==> src/rtl/core/tsrr_pkg.sv <==
// types and codes shared by the thread slot scheduler files
package tsrr_pkg;

    localparam int SLOT_PORT_W = 4;

    typedef logic [1:0] kind_t;
    localparam kind_t KIND_CREATE = 2'd0;
    localparam kind_t KIND_TICK   = 2'd1;
    localparam kind_t KIND_EXIT   = 2'd2;
    localparam kind_t KIND_SWITCH = 2'd3;

    typedef logic [1:0] status_t;
    localparam status_t STATUS_DONE     = 2'd0;
    localparam status_t STATUS_NO_FREE  = 2'd1;
    localparam status_t STATUS_NO_READY = 2'd2;

    typedef logic [1:0] slot_state_t;
    localparam slot_state_t SLOT_UNUSED  = 2'd0;
    localparam slot_state_t SLOT_READY   = 2'd1;
    localparam slot_state_t SLOT_RUNNING = 2'd2;

    typedef struct packed {
        kind_t                  kind;
        logic [SLOT_PORT_W-1:0] target_slot;
        logic [63:0]            entry_addr;
    } req_t;

    typedef struct packed {
        status_t                status;
        logic [SLOT_PORT_W-1:0] result_slot;
        logic [SLOT_PORT_W-1:0] previous_slot;
        logic                   switched;
        logic [63:0]            running_entry;
        logic [63:0]            new_id;
    } rsp_t;

    typedef struct packed {
        logic load;
        logic scan_step;
        logic commit;
        logic rd_entry;
        logic load_out;
    } cmd_t;

    typedef struct packed {
        logic  hit;
        logic  last;
    } sts_t;

endpackage

==> src/rtl/core/tsrr_stream_if.sv <==
// valid/ready stream channel carrying one payload per beat
interface tsrr_stream_if #(
    parameter type payload_t = logic
);
    logic     valid;
    logic     ready;
    payload_t data;

    modport source (
        output valid,
        output data,
        input  ready
    );

    modport sink (
        input  valid,
        input  data,
        output ready
    );
endinterface

==> src/rtl/core/tsrr_datapath.sv <==
// slot table, entry memory, id counter, scan pointer and result register
module tsrr_datapath #(
    parameter int SLOTS = 16
) (
    input  logic          clk,
    input  logic          rst_n,
    input  tsrr_pkg::req_t req_data,
    input  tsrr_pkg::cmd_t cmd,
    output tsrr_pkg::sts_t sts,
    output tsrr_pkg::rsp_t rsp_data
);
    localparam int SW = (SLOTS > 1) ? $clog2(SLOTS) : 1;
    localparam logic [SW-1:0] LAST = SW'(SLOTS - 1);

    tsrr_pkg::slot_state_t slot_state_reg [SLOTS];
    logic [SW-1:0]         running_reg;
    logic [63:0]           id_reg;

    tsrr_pkg::kind_t       kind_reg;
    logic [3:0]            target_reg;
    logic [63:0]           entry_reg;
    logic [SW-1:0]         prev_reg;
    logic [SW-1:0]         ptr_reg;
    logic [SW-1:0]         cnt_reg;
    logic                  found_reg;
    logic [SW-1:0]         sel_reg;

    tsrr_pkg::status_t     status_reg;
    logic [SW-1:0]         res_reg;
    logic [63:0]           new_id_reg;
    logic [63:0]           rdata_reg;
    tsrr_pkg::rsp_t        rsp_reg;

    logic [63:0]           entry_mem [SLOTS];

    tsrr_pkg::slot_state_t cur_state;
    logic                  hit;
    logic [SW-1:0]         tgt_idx;
    logic                  tgt_ok;

    assign cur_state = slot_state_reg[ptr_reg];
    assign hit = (kind_reg == tsrr_pkg::KIND_CREATE) ? (cur_state == tsrr_pkg::SLOT_UNUSED)
                                                     : (cur_state == tsrr_pkg::SLOT_READY);
    assign tgt_idx = SW'(target_reg);
    assign tgt_ok  = (32'(target_reg) < SLOTS) && (tgt_idx != prev_reg);

    assign sts.hit  = hit;
    assign sts.last = (cnt_reg == LAST);
    assign rsp_data = rsp_reg;

    // slot table, running slot and id counter
    always_ff @(posedge clk or negedge rst_n)
    begin
        if (!rst_n)
        begin
            for (int i = 0; i < SLOTS; i++)
            begin
                slot_state_reg[i] <= (i == 0) ? tsrr_pkg::SLOT_RUNNING : tsrr_pkg::SLOT_UNUSED;
            end
            running_reg <= '0;
            id_reg      <= 64'd2;
        end
        else if (cmd.commit)
        begin
            case (kind_reg)
                tsrr_pkg::KIND_CREATE:
                begin
                    if (found_reg)
                    begin
                        slot_state_reg[sel_reg] <= tsrr_pkg::SLOT_READY;
                        id_reg                  <= id_reg + 64'd1;
                    end
                end
                tsrr_pkg::KIND_TICK:
                begin
                    if (found_reg)
                    begin
                        slot_state_reg[prev_reg] <= tsrr_pkg::SLOT_READY;
                        slot_state_reg[sel_reg]  <= tsrr_pkg::SLOT_RUNNING;
                        running_reg              <= sel_reg;
                    end
                end
                tsrr_pkg::KIND_EXIT:
                begin
                    // slot 0 ends up running even when it was the one exiting
                    if (prev_reg != '0)
                    begin
                        slot_state_reg[prev_reg] <= tsrr_pkg::SLOT_UNUSED;
                    end
                    slot_state_reg[0]        <= tsrr_pkg::SLOT_RUNNING;
                    running_reg              <= '0;
                end
                default:
                begin
                    if (tgt_ok)
                    begin
                        slot_state_reg[prev_reg] <= tsrr_pkg::SLOT_READY;
                        slot_state_reg[tgt_idx]  <= tsrr_pkg::SLOT_RUNNING;
                        running_reg              <= tgt_idx;
                    end
                end
            endcase
        end
    end

    // operation capture and scan pointer
    always_ff @(posedge clk)
    begin
        if (cmd.load)
        begin
            kind_reg   <= req_data.kind;
            target_reg <= req_data.target_slot;
            entry_reg  <= req_data.entry_addr;
            prev_reg   <= running_reg;
            found_reg  <= 1'b0;
            if (req_data.kind == tsrr_pkg::KIND_TICK)
            begin
                // round robin starts after the running slot, slot 0 skipped
                ptr_reg <= (running_reg == LAST) ? SW'(1) : running_reg + SW'(1);
                cnt_reg <= SW'(1);
            end
            else
            begin
                ptr_reg <= '0;
                cnt_reg <= '0;
            end
        end
        else if (cmd.scan_step)
        begin
            if (hit)
            begin
                found_reg <= 1'b1;
                sel_reg   <= ptr_reg;
            end
            if (kind_reg == tsrr_pkg::KIND_TICK && ptr_reg == LAST)
            begin
                ptr_reg <= SW'(1);
            end
            else
            begin
                ptr_reg <= ptr_reg + SW'(1);
            end
            cnt_reg <= cnt_reg + SW'(1);
        end
    end

    // result fields and entry memory
    always_ff @(posedge clk)
    begin
        if (cmd.commit)
        begin
            new_id_reg <= '0;
            status_reg <= tsrr_pkg::STATUS_DONE;
            case (kind_reg)
                tsrr_pkg::KIND_CREATE:
                begin
                    if (found_reg)
                    begin
                        res_reg            <= sel_reg;
                        new_id_reg         <= id_reg;
                        entry_mem[sel_reg] <= entry_reg;
                    end
                    else
                    begin
                        res_reg    <= '0;
                        status_reg <= tsrr_pkg::STATUS_NO_FREE;
                    end
                end
                tsrr_pkg::KIND_TICK:
                begin
                    res_reg <= found_reg ? sel_reg : prev_reg;
                    if (!found_reg)
                    begin
                        status_reg <= tsrr_pkg::STATUS_NO_READY;
                    end
                end
                tsrr_pkg::KIND_EXIT:
                begin
                    res_reg <= '0;
                end
                default:
                begin
                    res_reg <= tgt_ok ? tgt_idx : prev_reg;
                end
            endcase
        end
        if (cmd.rd_entry)
        begin
            rdata_reg <= entry_mem[running_reg];
        end
        if (cmd.load_out)
        begin
            rsp_reg.status        <= status_reg;
            rsp_reg.result_slot   <= tsrr_pkg::SLOT_PORT_W'(res_reg);
            rsp_reg.previous_slot <= tsrr_pkg::SLOT_PORT_W'(prev_reg);
            rsp_reg.switched      <= (running_reg != prev_reg);
            // slot 0 is the boot context and has no stored entry
            rsp_reg.running_entry <= (running_reg == '0) ? 64'd0 : rdata_reg;
            rsp_reg.new_id        <= new_id_reg;
        end
    end

endmodule

==> src/rtl/core/tsrr_ctrl.sv <==
// sequencer for accept, table scan, commit, entry read and result hand-off
module tsrr_ctrl (
    input  logic            clk,
    input  logic            rst_n,
    input  logic            req_valid,
    input  tsrr_pkg::kind_t req_kind,
    output logic            req_ready,
    output logic            rsp_valid,
    input  logic            rsp_ready,
    input  tsrr_pkg::sts_t  sts,
    output tsrr_pkg::cmd_t  cmd
);
    localparam logic [2:0] S_IDLE   = 3'd0;
    localparam logic [2:0] S_SCAN   = 3'd1;
    localparam logic [2:0] S_COMMIT = 3'd2;
    localparam logic [2:0] S_READ   = 3'd3;
    localparam logic [2:0] S_DONE   = 3'd4;

    logic [2:0] state_reg;
    logic [2:0] state_next;
    logic       out_valid_reg;
    logic       out_valid_next;

    always_comb
    begin
        state_next = state_reg;
        cmd        = '0;
        req_ready  = 1'b0;
        unique case (state_reg)
            S_IDLE:
            begin
                req_ready = 1'b1;
                if (req_valid)
                begin
                    cmd.load = 1'b1;
                    if (req_kind == tsrr_pkg::KIND_CREATE || req_kind == tsrr_pkg::KIND_TICK)
                    begin
                        state_next = S_SCAN;
                    end
                    else
                    begin
                        state_next = S_COMMIT;
                    end
                end
            end
            S_SCAN:
            begin
                cmd.scan_step = 1'b1;
                if (sts.hit || sts.last)
                begin
                    state_next = S_COMMIT;
                end
            end
            S_COMMIT:
            begin
                cmd.commit = 1'b1;
                state_next = S_READ;
            end
            S_READ:
            begin
                cmd.rd_entry = 1'b1;
                state_next   = S_DONE;
            end
            S_DONE:
            begin
                // wait here only while an older beat is still unclaimed
                if (!out_valid_reg || rsp_ready)
                begin
                    cmd.load_out = 1'b1;
                    state_next   = S_IDLE;
                end
            end
            default:
            begin
                state_next = S_IDLE;
            end
        endcase
    end

    always_comb
    begin
        if (cmd.load_out)
        begin
            out_valid_next = 1'b1;
        end
        else if (rsp_ready)
        begin
            out_valid_next = 1'b0;
        end
        else
        begin
            out_valid_next = out_valid_reg;
        end
    end

    assign rsp_valid = out_valid_reg;

    always_ff @(posedge clk or negedge rst_n)
    begin
        if (!rst_n)
        begin
            state_reg     <= S_IDLE;
            out_valid_reg <= 1'b0;
        end
        else
        begin
            state_reg     <= state_next;
            out_valid_reg <= out_valid_next;
        end
    end

endmodule

==> src/rtl/core/thread_slot_round_robin_scheduler_unit.sv <==
// round-robin thread slot scheduler: one operation in, one result beat out
// req channel: kind (create, tick, exit, switch), target_slot, entry_addr.
// rsp channel: status, result_slot, previous_slot, switched, running_entry,
// new_id; exactly one rsp beat per accepted req beat, in order.
// from req accept to rsp valid: exit and switch go through commit, entry
// read and result load; create and tick first run the slot table scan, which
// looks at one slot per cycle and stops at the first match, at most SLOTS
// slots for create and SLOTS-1 for tick, as tick skips slot 0.
// one operation is in flight at a time; req ready is high only while idle,
// so the next item can be taken the cycle after its result is loaded for output.
// the rsp register holds a finished beat while the receiver stalls; the
// block takes and works on the next item meanwhile and holds that result
// until the register frees up.
// reset: slot 0 running, all other slots unused, next id 2, no rsp pending;
// entry values are undefined until a create writes them.
module thread_slot_round_robin_scheduler_unit #(
    parameter int SLOTS = 16
) (
    input  logic          clk,
    input  logic          rst_n,
    tsrr_stream_if.sink   req,
    tsrr_stream_if.source rsp
);
    tsrr_pkg::cmd_t cmd;
    tsrr_pkg::sts_t sts;
    tsrr_pkg::req_t req_data;
    tsrr_pkg::rsp_t rsp_data;

    assign req_data = req.data;
    assign rsp.data = rsp_data;

    tsrr_ctrl u_ctrl (
        .clk       (clk),
        .rst_n     (rst_n),
        .req_valid (req.valid),
        .req_kind  (req_data.kind),
        .req_ready (req.ready),
        .rsp_valid (rsp.valid),
        .rsp_ready (rsp.ready),
        .sts       (sts),
        .cmd       (cmd)
    );

    tsrr_datapath #(
        .SLOTS (SLOTS)
    ) u_datapath (
        .clk      (clk),
        .rst_n    (rst_n),
        .req_data (req_data),
        .cmd      (cmd),
        .sts      (sts),
        .rsp_data (rsp_data)
    );

endmodule

==> src/flat_wrapper.sv <==
// flat-port wrapper written by rule: the top's interface ports become plain ports
module thread_slot_round_robin_scheduler_unit_flat 
#(
    parameter int SLOTS = 16
)
  (clk, rst_n, req_valid, req_data, req_ready, rsp_valid, rsp_data, rsp_ready);
  tsrr_stream_if #(.payload_t(tsrr_pkg::req_t)) req_i ();
  tsrr_stream_if #(.payload_t(tsrr_pkg::rsp_t)) rsp_i ();
  input  logic clk;
  input  logic rst_n;
  input wire logic [$bits(req_i.valid)-1:0] req_valid;
  input wire logic [$bits(req_i.data)-1:0] req_data;
  output wire logic [$bits(req_i.ready)-1:0] req_ready;
  output wire logic [$bits(rsp_i.valid)-1:0] rsp_valid;
  output wire logic [$bits(rsp_i.data)-1:0] rsp_data;
  input wire logic [$bits(rsp_i.ready)-1:0] rsp_ready;
  assign req_i.valid = req_valid;
  assign req_i.data = req_data;
  assign req_ready = req_i.ready;
  assign rsp_valid = rsp_i.valid;
  assign rsp_data = rsp_i.data;
  assign rsp_i.ready = rsp_ready;
  thread_slot_round_robin_scheduler_unit #(.SLOTS(SLOTS)) u_core (.clk(clk), .rst_n(rst_n), .req(req_i), .rsp(rsp_i));
endmodule
==> config.mk <==
export PLATFORM = sky130hd
export DESIGN_NAME = thread_slot_round_robin_scheduler_unit_flat
export DESIGN_NICKNAME = d
export VERILOG_FILES = /design/src/rtl/core/tsrr_pkg.sv /design/src/rtl/core/tsrr_stream_if.sv /design/src/rtl/core/tsrr_datapath.sv /design/src/rtl/core/tsrr_ctrl.sv /design/src/rtl/core/thread_slot_round_robin_scheduler_unit.sv /design/src/flat_wrapper.sv
export SDC_FILE = /design/constraint.sdc
export NUM_CORES = 2
export LEC_CHECK = 0
export BUFFER_PORTS_ARGS = -buffer_cell sky130_fd_sc_hd__buf_2
export CAP_MARGIN = 25
export CORE_MARGIN = 2
export CORE_UTILIZATION = 46
export CTS_CLUSTER_DIAMETER = 30
export CTS_CLUSTER_SIZE = 24
export DETAILED_ROUTE_END_ITERATION = 8
export PLACE_DENSITY = 0.6
export RECOVER_POWER = 100
export SLEW_MARGIN = 30
export SYNTH_ARGS = -nofsm -noshare
export SYNTH_HDL_FRONTEND = slang
export SYNTH_HIERARCHICAL = 1
export SYNTH_SLANG_ARGS = --single-unit
==> constraint.sdc <==
create_clock -name clk -period 39.5 [get_ports clk]
set_input_delay 0 -clock clk [delete_from_list [all_inputs] [get_ports clk]]
set_output_delay 0 -clock clk [all_outputs]
set_load 0.05 [all_outputs]
==> impl_results.md <==
- Largest area contributor in the netlist: edfxtp_1
- Total iterations of the first detailed-routing run: 5
- Insertion delay of the later-clocked pin in the worst-skew pair: 0.90 ns
- Clock-pin slew on the worst setup and hold paths: 0.04 ns
- Setup repair after global routing missed its margin: no
- Global route hottest layer: met2
- Number of placement rows: 130
- Worst Clk Skew: 0.0762 ns
- H-tree depth: 5
- Wire per inst: 24.7 µm
- Number of gates resized after cts: 0
- Period utilization: 0.249
- Hold Path Stages: 4
- Post-synthesis instance total: around 3200
- Number of maximum-capacitance constraint violations: a little over 40
- Post-synth top flop: edfxtp_1
- Total number of cells along the worst setup path: 7
- Critical path's top delay family: buffers and inverters
- Sequential power share: 0.380
- Vert. Die Dim: 359 µm
- Number of warnings printed during yosys synthesis: 6
- Switching power: roughly 1.6 mW
- CTS max path bufs: 4
- Register bit total from synthesis: 1488
- Cell at the root of the clock tree: clkbuf_16
- Share of synthesized flip-flops with an asynchronous set or reset: 0.0699
- Via-to-Cell Ratio: approximately 5.7
- Worst path cell trace: inv_1 > ha_1 > clkbuf_1 > nand3_1 > nor4_1 > clkbuf_1 > clkbuf_1
- Sort of element at the start of the critical path: flop
- Post-layout net count: about 3800
- Routing usage on met3: 0.0472
- Most common cell in the synthesized netlist: edfxtp_1
- Ant. Diodes: 0
- Reg with most FFs: u_core/u_datapath/entry_mem
- Setup slack of the most critical reg-to-reg path: roughly 30 ns
- Die extent in x: roughly 360 µm
- Register cell area after layout: between 40000 and 50000 µm²
- Final Worst Setup Slack: between 20 and 30 ns
- Via count: about 32000
- Core outline area: between 100000 and 150000 µm²
- Tightest Hold Check Type: in2reg
- Endpoints failing hold: 0
- Delay of the slowest cell on the worst path: about 3.4 ns
- Part of the Yosys area used for sequential elements: 0.764
- Initial antenna violation count: 4
- Rel. slew slack: -2.68
- Iteration-0 DRC Markers: roughly 3000
- Share of power burned in the clock network: 0.449
- Worst path required time: approximately 40 ns
- Wire length of the first global-routing pass: ~210 mm
- Post-route ant nets: 0
- Critical path start-end classification: reg2reg
- Global placement routability congestion: ~0.86
- Routed wire length: between 100 and 150 mm
- Power Internal: about 4.0 mW
- Effective utilization at floorplan: 0.462
- Vias in the first global route: about 34000
- Capture point of the worst reg-to-reg path: u_core/u_datapath/entry_mem[3][35]$_DFFE_PP_
- Origin of the worst setup path: u_core/u_datapath/kind_reg[0]$_DFFE_PP_
- PwrDens: between 70 and 80 nW/µm²
- Endpoint type of the worst setup path: flop
- Worst hold endpoint: u_core/u_ctrl/state_reg[0]$_DFFE_PN0P_
- Top-Level Pins: between 200 and 250
- Number of input and output port buffers inserted: 214
- TritonCTS clock tree: built
- Sw Share: 0.281
- Area of the mapped netlist: 57800 µm²
- Total setup buffers inserted after CTS: 0
- Violations in the final reports: capacitance limit, slew limit
- Post-Synthesis Mean Instance Area: 18.1 µm²
- Cell repeated most along the worst path: clkbuf_1
- GR met2 Demand/Resource: 0.354
- Worst slack, placed: approximately 35 ns
- Fraction of met1 tracks used by global routing: 0.296
- Count of flip-flops with a built-in enable after synthesis: 1383
- Hold Startpoint: req_valid
- Hold buffer count at CTS: approximately 150
- Final critical delay including setup and external delays: 9.85 ns
- Post-synthesis cell type count: slightly below 70
- Data arrival, critical path: approximately 10 ns
- Count of endpoints failing setup in the final report: 0
- Multi-input combinational cell area: 12600 µm²
- Max IR drop VDD: between 50 and 60 µV
- Total negative slack: 0 ns
- Actual transition at the worst max-transition pin: 5.53 ns
- Worst r2r src: u_core/u_datapath/kind_reg[0]$_DFFE_PP_
- Dpl cells: 4927
- Largest cells by area after synthesis: edfxtp_1 72%, mux4_2 5.2%, dfrtp_1 4.4%
- Max-slew violation count: between 1500 and 2000
- Synth cell count leaders: 1383 x edfxtp_1, 196 x mux2i_1, 169 x o21ai_0
- Maximum net fanout on the critical path: 80
- Residual DRC count: 0
- Gr usage total: 0.218
- Net Count, Synth: 3274
- Number of cell instances on the worst register-to-register path: 7
- Area share of the largest cell type after synthesis: 0.718
- Lkg Pwr: about 24 nW
- Number of flip-flops under the largest register name: between 1000 and 1500
- DIE AREA: 129000 µm²
- Area added between synthesis and finish: 24.0%
- Number of non-filler instances in the completed layout: 5607
- Part of the total power dissipated in combinational logic: 0.171
- Filler Cell Count: 9590
- Detail Placement HPWL: between 70 and 80 mm
- Highest achievable clock rate: between 100 and 150 MHz
- Share of post-route cells with drive strength above 1: 0.197
- Worst Path Buf+Inv: 4
- Result of the run: complete, but fails checks
- Cell with the largest stage delay on the worst path: clkbuf_1
- Total number of clock tree sinks: around 1500
- Total gr overflow: 0
- Total clock buffers created by CTS: a little over 300
- Pin count of the biggest net entering global routing: between 100 and 150
power by group through the flow:
| stage | Clock (mW) | Sequential [mW] | Combinational (mW) |
|---|---|---|---|
| after global routing | 2.62 | 2.14 | 1.04 |
| after detailed placement | 0 | 2.14 | 0.942 |
| after global placement | 0 | 2.14 | 0.914 |
| after CTS | 2.54 | 2.11 | 0.959 |
| after floorplan | 0 | 2.12 | 0.642 |
| final | 2.50 | 2.12 | 0.953 |
metal layers:
layer  vias to the layer above  part of all wire
li1                      14000                 -
met3                       263             0.071
met5                         -          0.000058
met1                     16500              0.42
met2                      1347              0.48
met4                         2             0.024
layout make-up:
| class | instances | share of cell area |
|---|---|---|
| sequential | 1488 | 0.616 |
| clock inverter | 194 | 0.0315 |
| clock buffer | 339 | 0.110 |
| tap | 1650 | 0.0288 |
| inverter | 32 | 0.00168 |
| timing repair buffer | 417 | 0.0372 |
| multi-input combinational | 1487 | 0.175 |
how the worst max path moves through the flow:
| stage | endpoint | slack (ns) |
|---|---|---|
| finish | u_core/u_datapath/entry_mem[3][35]$_DFFE_PP_ | 29.65 |
| global route | u_core/u_datapath/entry_mem[6][32]$_DFFE_PP_ | 28.94 |
| CTS | u_core/u_datapath/entry_mem[6][43]$_DFFE_PP_ | 35.40 |
| detailed placement | u_core/u_datapath/entry_mem[6][32]$_DFFE_PP_ | 35.40 |
| global placement | u_core/u_datapath/rdata_reg[35]$_DFFE_PP_ | 35.13 |
| floorplan | u_core/u_datapath/entry_mem[3][0]$_DFFE_PP_ | 26.00 |
logic make-up after synthesis:
| logic type | Yosys count | share of synthesized area |
|---|---|---|
| muxes | 402 | 0.100 |
| buffers and inverters | 216 | 0.0164 |
| DFF | 1488 | 0.764 |
| adders and majority gates | 9 | 0.00195 |
| xor gates and xnor gates | 76 | 0.0115 |
| and+or+nand+nor | 489 | 0.0495 |
| AOI/OAI and AO/OA | 511 | 0.0569 |
through the flow:
| stage | utilization | cell area (µm²) | hold slack [ns] | power (mW) |
|---|---|---|---|---|
| finish | 0.573 | 71700 | 0.0690 | 5.57 |
| global route | 0.573 | 71700 | 0.0725 | 5.79 |
| CTS | 0.579 | 72500 | 0.000949 | 5.61 |
| detailed placement | 0.486 | 60900 | 0.0311 | 3.08 |
| global placement | 0.485 | 60700 | 0.0280 | 3.06 |
| floorplan | - | 57800 | -0.296 | 2.76 |
worst register-to-register path, delay by kind of cell (launching register included):
kind,cells,cell delay (ns)
fa+ha+maj,1,0.15
buf+inv,4,6.37
flops,1,0.42
simple gates,2,2.36
placed cells by master, fill, tap and decap left out, types with 89 or more instances in the layout:
master and count:
mux4_2 134, dlygate4sd3_1 146, clkbuf_1 224, a21oi_1 89
clkbuf_16 310, mux2i_1 196, o21ai_0 171, edfxtp_1 1383
dfrtp_1 101, nand2_1 131
Power figures use the tool's default switching activity.
